### config.mk
export PLATFORM = sky130hd
export DESIGN_NAME = rgbc_div
export DESIGN_NICKNAME = d
export VERILOG_FILES = /design/src/design/rgbc_pkg.sv /design/src/design/rgbc_div.sv
export SDC_FILE = /design/constraint.sdc
export NUM_CORES = 1
export LEC_CHECK = 0
export BUFFER_PORTS_ARGS = -buffer_cell sky130_fd_sc_hd__buf_2
export CAP_MARGIN = 20
export CORE_MARGIN = 2
export CORE_UTILIZATION = 35
export DETAILED_ROUTE_END_ITERATION = 12
export SYNTH_ARGS = -nofsm -noshare
export SYNTH_HDL_FRONTEND = slang
export SYNTH_SLANG_ARGS = --single-unit
export TNS_END_PERCENT = 30
### constraint.sdc
create_clock -name clk -period 2.9 [get_ports clk]
set_input_delay 0.87 -clock clk [delete_from_list [all_inputs] [get_ports clk]]
set_output_delay 0.87 -clock clk [all_outputs]
set_load 0.02 [all_outputs]
### src/design/rgbc_pkg.sv
`default_nettype none
package rgbc_pkg;

  localparam int MAX_WIDTH_DEF = 1024;
  localparam int ROW_LIMIT     = 1024;

  // channel sum: nine 8u x 8s taps fit in 20 signed bits
  localparam int SUM_W = 20;
  localparam int MAG_W = SUM_W - 1;
  localparam int DIV_W = 16;

  typedef struct packed {
    logic [7:0] red_in;
    logic [7:0] green_in;
    logic [7:0] blue_in;
    logic       flush;
  } in_item_t;

  typedef struct packed {
    logic [7:0] red_out;
    logic [7:0] green_out;
    logic [7:0] blue_out;
    logic [9:0] col_out;
    logic [9:0] row_out;
    logic       frame_end;
  } out_item_t;

  typedef enum logic [2:0] {
    REG_FRAME_WIDTH  = 3'd0,
    REG_FRAME_HEIGHT = 3'd1,
    REG_COEF_TOP     = 3'd2,
    REG_COEF_MID     = 3'd3,
    REG_COEF_BOT     = 3'd4,
    REG_DIVISOR      = 3'd5
  } cfg_reg_t;

  typedef struct packed {
    logic                    start;
    logic signed [SUM_W-1:0] sum_r;
    logic signed [SUM_W-1:0] sum_g;
    logic signed [SUM_W-1:0] sum_b;
  } div_req_t;

  typedef struct packed {
    logic       done;
    logic [7:0] q_r;
    logic [7:0] q_g;
    logic [7:0] q_b;
  } div_rsp_t;

endpackage
`default_nettype wire

### src/design/rgbc_div.sv
`default_nettype none
module rgbc_div
  import rgbc_pkg::*;
(
  input  wire logic             clk,
  input  wire logic             rst,
  input  wire div_req_t         req,
  input  wire logic [DIV_W-1:0] divisor,
  output div_rsp_t              rsp
);

  localparam int CNT_W = $clog2(MAG_W + 1);

  logic [DIV_W-1:0] dvs;
  logic [2:0]       neg;
  logic [DIV_W:0]   rem  [3];
  logic [MAG_W-1:0] quo  [3];
  logic [CNT_W-1:0] cnt;
  logic             busy;
  logic             done;
  logic signed [SUM_W-1:0] sums [3];
  logic [DIV_W:0]   rem_sh [3];
  logic             ge     [3];
  logic [7:0]       qlo    [3];

  assign sums[0] = req.sum_r;
  assign sums[1] = req.sum_g;
  assign sums[2] = req.sum_b;

  // one restoring step per channel
  always_comb begin
    for (int k = 0; k < 3; k++) begin
      rem_sh[k] = {rem[k][DIV_W-1:0], quo[k][MAG_W-1]};
      ge[k]     = rem_sh[k] >= {1'b0, dvs};
      qlo[k]    = neg[k] ? (~quo[k][7:0] + 8'd1) : quo[k][7:0];
    end
  end

  // control
  always_ff @(posedge clk) begin
    if (rst) begin
      busy <= 1'b0;
      done <= 1'b0;
      cnt  <= '0;
    end else begin
      done <= !req.start && busy && (cnt == CNT_W'(1));
      if (req.start) begin
        busy <= 1'b1;
        cnt  <= CNT_W'(MAG_W);
      end else if (busy) begin
        cnt <= cnt - 1'b1;
        if (cnt == CNT_W'(1)) begin
          busy <= 1'b0;
        end
      end
    end
  end

  // datapath: load magnitudes, then shift quotient bits in
  always_ff @(posedge clk) begin
    if (req.start) begin
      dvs <= (divisor == '0) ? DIV_W'(1) : divisor;
      for (int k = 0; k < 3; k++) begin
        neg[k] <= sums[k][SUM_W-1];
        rem[k] <= '0;
        quo[k] <= sums[k][SUM_W-1] ? MAG_W'(-sums[k]) : MAG_W'(sums[k]);
      end
    end else if (busy) begin
      for (int k = 0; k < 3; k++) begin
        rem[k] <= ge[k] ? (rem_sh[k] - {1'b0, dvs}) : rem_sh[k];
        quo[k] <= {quo[k][MAG_W-2:0], ge[k]};
      end
    end
  end

  assign rsp.done = done;
  assign rsp.q_r  = qlo[0];
  assign rsp.q_g  = qlo[1];
  assign rsp.q_b  = qlo[2];

endmodule
`default_nettype wire
==> flow_metrics.py, run 1 <==
metrics = {
    "placement": {
        "io_buffers": 103,
        "placed_area_mm2": 0.01050,
        "gp_congestion": 0.8514,
        "dp_cells": 1424,
        "hpwl_mm": 16.96,
    },
    "clock_tree": {
        "cts_sinks": 131,
        "h-tree-depth": 4,
        "clk_latency_ns": 0.42,
        "cts_root_buf": "clkbuf_16",
        "cts.clk_slew.worst_paths_ns": 0.06,
        "cts_buffers": 17,
        "cts_tree": "built",
        "cts_buffer_depth": 2,
    },
    "power_and_ir_drop": {
        "ir_drop_mv": 0.3796,
        "p_int_uw": 4501,
        "p_leak_uw": 0.004588,
        "p_sw_uw": 2068,
        "clkPwrFrac": 0.336,
        "p_comb_frac": 0.291,
        "swShare": 0.3148,
        "p_seq_frac": 0.374,
        "powerDensity_mw_per_mm2": 589.5,
    },
    "logic_synthesis": {
        "synthAdderAreaFrac": 0.08112,
        "synth-seq-area-share": 0.4120,
        "yosys_warnings": 0,
        "synth_area_mm2": 0.009378,
        "ys_types": 66,
        "synth_area_leaders": "edfxtp_1 (40%), ha_1 (7.5%), xor2_1 (5.3%)",
        "yosys.area_share.simple": 0.1510,
        "postSynthNetCount": 1139,
        "synth_edf_count": 124,
        "ys.flop_type": "edfxtp_1",
        "synth_mux_area_frac": 0.03095,
        "yosysTopAreaCell": "edfxtp_1",
        "synth_xor_area_frac": 0.09900,
        "avgSynthCellArea_um2": 9.368,
        "synth_compound_area_frac": 0.1807,
        "synth_top_cell_area_share": 0.3971,
        "ys_seq_elements": 131,
        "synthCells": 1001,
        "synth-async-reset-ratio": 0,
        "synth_top_family_by_area": "compound AO/OA/AOI/OAI gates",
    },
    "global_routing": {
        "grt_use_total": 0.1650,
        "grt_busiest_layer": "met2",
        "gr-total-overflow": 0,
        "gr-usage-met1": 0.2217,
        "grt_pass1_wl_mm": 37.50,
        "use_met2": 0.2683,
        "grt_max_degree": 87,
        "gr-usage-met3": 0.03994,
        "antenna_found_initial": 2,
        "grt_pass1_vias": 7378,
    },
    "worst_setup_path": {
        "crit_cells": 11,
        "regToRegSetupSlack_ns": 0.13,
        "crit_family": "compound AO/OA/AOI/OAI gates",
        "reg2reg_depth": 11,
        "critPathMaxStageDelay_ns": 0.41,
        "crit_chain": "buf_4 -> ha_1 -> inv_1 -> fa_1 -> a21o_1 -> a21oi_1 -> o211ai_1 -> nor2_2 -> nor2_1 -> or3_1 -> a21oi_1",
        "cp-end-kind": "flop",
        "r2r_end": "rem[0][27]",
        "path_class": "reg -> reg",
        "cp_max_fo": 3,
        "cp_num_buf_inv": 2,
        "arrival_ns": 3.04,
        "crit_path_start_kind": "flop",
        "r2r_start": "dvs[0]",
        "slowest_stage": "fa_1",
        "critPathRequiredTime_ns": 3.17,
        "crit_top_cell": "a21oi_1",
    },
    "sta": {
        "setup_viol": 0,
        "rsz0062_at_grt": "yes",
        "hold_viol": 0,
        "max_freq_mhz": 361.0,
        "hold_ws_ns": 0.5242,
        "maxSlewHeadroom": 0.6367,
        "fin_crit_sh": 0.9553,
        "tightest_slew_ns": 0.5407,
        "period_needed_ns": 2.770,
        "drv_slew": 0,
        "clock_skew_ns": 0.01154,
    },
    "route": {
        "drt_pass1_iterations": 4,
        "drc": 0,
        "drt-initial-drc-count": 394,
        "wl_per_cell_um": 15.50,
        "postRouteAntennaNets": 0,
        "viasPerCell": 5.218,
        "routed_wl_mm": 22.57,
        "vias": 7598,
    },
    "floorplanning": {
        "design.core.area_mm2": 0.02621,
        "die_w_um": 167.7,
        "boundaryPins": 104,
        "die-area_mm2": 0.02812,
        "die_y_um": 167.7,
        "rows": 59,
        "initial_utilization": 0.3578,
    },
    "cells_and_area": {
        "nFillCells": 2555,
        "drive_gt1_frac": 0.1802,
        "final_core_util": 0.4252,
        "syn2layout_area_growth_pct": 18.83,
        "final_cells": 1456,
        "design_area_mm2": 0.01114,
        "diodes": 0,
        "nNetsFinal": 1246,
    },
    "hold_path": {
        "min_path_cells": 2,
        "min_from": "quo[0][54]",
        "hold_end": "quo[0][55]",
        "hold_path.class": "reg -> reg",
    },
    "run": {
        "max_cap_violations": 0,
    },
    "run_status": {
        "status": "finished clean",
    },
}
power by group through the flow:
| stage | registers (µW) | clock network [µW] | logic [µW] |
|---|---|---|---|
| floorplan | 2450 | 0 | 1350 |
| global placement | 2490 | 0 | 1850 |
| detailed placement | 2490 | 0 | 1880 |
| CTS | 2460 | 2250 | 1890 |
| global route | 2480 | 2340 | 2130 |
| finish | 2450 | 2200 | 1910 |
Yosys cell counts, types with 10 or more instances:
| library cell | count |
|---|---|
| nor2b_1 | 10 |
| nand3_1 | 15 |
| a21oi_1 | 54 |
| nor2_1 | 73 |
| a211oi_1 | 10 |
| edfxtp_1 | 124 |
| xor2_1 | 57 |
| inv_1 | 46 |
| o21ai_0 | 96 |
| a21o_1 | 21 |
| o31ai_1 | 19 |
| or3_1 | 14 |
| nor4_1 | 10 |
| nor3_1 | 20 |
| clkbuf_1 | 47 |
| ha_1 | 56 |
| mux2i_1 | 29 |
| xnor2_1 | 49 |
| nand2_1 | 117 |
| nand2b_1 | 13 |
timing repair:
item | 4_1_cts | 5_1_grt
gates resized for setup | 0 | 13
hold buffers | 0 | 0
buffers inserted | 0 | 0
setup endpoints to repair | 0 | 18
worst max-delay path by stage:
stage	from	endpoint	slack, ns
2_1_floorplan	req[20]	quo[0][35]	0.001
3_3_place_gp	req[20]	quo[0][33]	-0.20
3_5_place_dp	req[20]	quo[0][33]	-0.26
4_1_cts	dvs[0]	rem[0][14]	0.06
5_1_grt	dvs[1]	rem[0][27]	-0.05
6_report	dvs[0]	rem[0][27]	0.13
flip-flops by register name, summed over array words and instances, names as in the netlist:
register and flops:
done 1, rem 48, busy 1, cnt 5, neg 3, quo 57, dvs 16
cells by family after synthesis:
kind of cell / count (synthesis)
adders and majority gates: 59
buffers and inverters: 105
DFF: 131
xor gates and xnor gates: 106
and+or+nand+nor: 303
AOI/OAI and AO/OA: 268
muxes: 29
placed cells by master, fill, tap and decap left out, types with 3 or more instances in the layout:
cell | netlist | routed
bufinv_16 | 0 | 3
o21ai_1 | 3 | 5
nor3_1 | 20 | 18
nand2b_1 | 13 | 11
edfxtp_1 | 124 | 124
nor3_2 | 1 | 3
o21ai_0 | 96 | 94
o21a_1 | 9 | 9
o22ai_1 | 8 | 8
clkbuf_16 | 0 | 17
buf_12 | 0 | 7
a211oi_1 | 10 | 8
a21oi_1 | 54 | 52
ha_1 | 56 | 56
o21bai_1 | 7 | 7
nand2_1 | 117 | 117
clkinv_4 | 0 | 3
or2_2 | 4 | 3
xnor2_1 | 49 | 49
or3_1 | 14 | 13
a31oi_1 | 4 | 4
o31ai_1 | 19 | 18
o41ai_1 | 6 | 6
or4_1 | 5 | 5
dfxtp_1 | 7 | 7
nor2_1 | 73 | 72
inv_1 | 46 | 46
buf_4 | 6 | 37
nand3_1 | 15 | 15
nor4_1 | 10 | 10
nor2b_1 | 10 | 9
a21o_1 | 21 | 21
nand4_1 | 8 | 8
buf_2 | 6 | 103
xor2_1 | 57 | 57
mux2i_1 | 29 | 29
tightest hold or removal path: stages, from the launching register on:
cell      delay [ns]
edfxtp_1        0.32
nand2_1         0.04
o21ai_0         0.05
stage by stage:
step                total power (µW)  setup WS, ns  setup TNS (ns)
finish                          6569        0.1297               0
global route                    6947      -0.05078         -0.1592
CTS                             6602       0.05738               0
detailed placement              4374       -0.2559          -1.373
global placement                4343       -0.2025          -1.092
floorplan                       3806      0.001005               0
layout make-up:
cell class / count / area (µm²) / area share
multi-input cells: 765 / 5162 / 0.4633
flip-flops and latches: 131 / 3864 / 0.3467
repair buffers: 147 / 933.4 / 0.08376
clock buffers: 19 / 432.9 / 0.03885
well taps: 335 / 419.2 / 0.03762
inverters: 46 / 172.7 / 0.01550
clock inverters: 13 / 158.9 / 0.01426
metal layers:
layer  vias to the layer above  wire [µm]
li1                       3853          -
met1                      3562      10760
met2                       157      10310
met3                        22       1192
met4                         4        288
met5                         -         26
Note: power is estimated with default switching activity, not from simulation.
==> run 2: changes to the inputs <==
==> constraint.sdc (replaced) <==
create_clock -name clk -period 3.6 [get_ports clk]
set_input_delay 1.08 -clock clk [delete_from_list [all_inputs] [get_ports clk]]
set_output_delay 1.08 -clock clk [all_outputs]
set_load 0.02 [all_outputs]
==> run 2 against run 1 <==
Against the previous run:
- power shrank 18%
- hold slack improved by 0.0034 ns
- cell count fell by 2.0%
- non-clock buffer count is 29 lower
- fmax shrank 7.1%
- core utilization is 1.0 points lower
- sequential power shrank 19%
- sequential cell count unchanged
- count of clock-buffer cells in the layout decreased by 1
- critical endpoint is now rem[0][9]
- largest cell class unchanged
- largest power group unchanged
- highest routed layer is now met4
==> flow_metrics.py, run 2 (synthesis gave the netlist of run 1 again) <==
metrics = {
    "run_status": {
        "status": "finished clean",
    },
    "clock_tree": {
        "cts_sinks": 131,
        "h-tree-depth": 4,
        "cts_buffers": 17,
        "cts.clk_slew.worst_paths_ns": 0.06,
        "clk_latency_ns": 0.42,
        "cts_tree": "built",
        "hold_buffers": 0,
        "cts_resized": 0,
        "post_cts_buffers": 0,
        "cts_buffer_depth": 2,
        "cts_root_buf": "clkbuf_16",
    },
    "global_routing": {
        "antenna_found_initial": 0,
        "grt_pass1_vias": 7186,
        "grt_max_degree": 92,
        "gr-total-overflow": 0,
        "grt_pass1_wl_mm": 36.40,
        "grt_use_total": 0.1603,
    },
    "floorplanning": {
        "die_w_um": 167.7,
        "initial_utilization": 0.3578,
        "die_y_um": 167.7,
        "die-area_mm2": 0.02812,
        "design.core.area_mm2": 0.02621,
        "boundaryPins": 104,
        "rows": 59,
    },
    "route": {
        "wl_per_cell_um": 15.41,
        "drt-initial-drc-count": 418,
        "viasPerCell": 5.242,
        "vias": 7480,
        "drt_pass1_iterations": 5,
        "drc": 0,
        "routed_wl_mm": 21.99,
        "postRouteAntennaNets": 0,
    },
    "sta": {
        "drv_slew": 0,
        "clock_skew_ns": 0.01942,
        "hold_ws_ns": 0.5276,
        "max_freq_mhz": 335.4,
        "maxSlewHeadroom": 0.6391,
        "period_needed_ns": 2.982,
        "rsz0062_at_grt": "no",
        "hold_viol": 0,
        "setup_viol": 0,
        "tightest_slew_ns": 0.5381,
        "tns_ns": 0,
        "fin_crit_sh": 0.8283,
    },
    "power_and_ir_drop": {
        "ir_drop_mv": 0.2606,
        "p_leak_uw": 0.004445,
        "powerDensity_mw_per_mm2": 495.6,
    },
    "run": {
        "max_cap_violations": 0,
    },
    "placement": {
        "hpwl_mm": 16.48,
        "gp_congestion": 0.8336,
        "io_buffers": 103,
    },
    "cells_and_area": {
        "syn2layout_area_growth_pct": 15.98,
        "diodes": 0,
        "largest_register_ffs": 57,
        "nNetsFinal": 1217,
        "reg_top3": "quo x57, rem x48, dvs x16",
        "top_register": "quo",
        "final_cell_mix": "edfxtp_1 (124), nand2_1 (117), buf_2 (103)",
        "final_common_cell": "edfxtp_1",
        "drive_gt1_frac": 0.1511,
    },
    "worst_setup_path": {
        "critPathMaxStageDelay_ns": 0.52,
        "crit_path_start_kind": "flop",
        "slowest_stage": "o31ai_2",
        "critPathRequiredTime_ns": 3.76,
        "arrival_ns": 3.14,
        "critical_path.startpoint": "dvs[2]",
        "crit_chain": "inv_1 -> ha_1 -> nand3_1 -> o21bai_1 -> a21oi_1 -> nor3_1 -> o31ai_2 -> buf_4 -> mux2i_1 -> nor2_1",
        "path_class": "reg -> reg",
        "cp_max_fo": 8,
        "r2r_start": "dvs[2]",
        "cp-end-kind": "flop",
    },
    "hold_path": {
        "hold_path.class": "reg -> reg",
        "min_from": "quo[0][35]",
    },
}
-- run 2: cell count changes in the layout (fill, tap and decap cells not counted), sizes merged --
| cell | previous run | this run |
|---|---|---|
| clkinv | 7 | 3 |
| buf | 147 | 118 |
| inv | 48 | 51 |
| bufinv | 3 | 5 |
| clkbuf | 19 | 18 |
-- run 2: worst paths after layout --
| check | cells past startpoint | end | slack [ns] |
|---|---|---|---|
| max | 10 | rem[0][9] | 0.62 |
| min | 2 | quo[0][36] | 0.53 |
| max reg2reg | 10 | rem[0][9] | 0.62 |
| min reg2reg | 2 | quo[0][36] | 0.53 |
-- run 2: layout make-up --
| class | instances | area [µm²] |
|---|---|---|
| Fill cell | 2585 | 15330 |
| Sequential cell | 131 | 3864 |
| Tap cell | 335 | 419.2 |
| Clock inverter | 14 | 225.2 |
| Inverter | 46 | 172.7 |
| Clock buffer | 18 | 429.2 |
| Multi-Input combinational cell | 765 | 5114 |
| Timing Repair Buffer | 118 | 653.1 |
-- run 2: power by group --
part | total, µW | internal, µW | switching, µW
Combinational | 1460 | 606 | 852
Sequential | 1980 | 1870 | 105
Clock | 1950 | 1240 | 711
-- run 2: metal layers --
metal  global-route usage  part of all wire
met1               0.2127              0.48
met2               0.2560              0.45
met3              0.04680             0.056
met4              0.04348             0.019
met5                    0                 0
-- run 2: worst max-delay path: cells and delay by family, from the launching register on --
family	cells	cell delay (ns)
AO/OA/AOI/OAI	3	1.05
adder cells (fa/ha/maj)	1	0.40
buffers and inverters	2	0.38
AND/OR/NAND/NOR	3	0.35
flip-flops	1	0.33
multiplexers	1	0.21
-- run 2: metrics by stage --
stage,worst slack (ns),util,total power [µW],std cells,cell area (µm²)
floorplan,0.4910,-,3066,1001,9378
global placement,0.2734,0.3901,3440,1395,10220
detailed placement,0.2335,0.3901,3457,1395,10220
CTS,0.6224,0.4150,5437,1427,10880
global route,0.3886,0.4150,5689,1427,10880
finish,0.6181,0.4150,5390,1427,10880
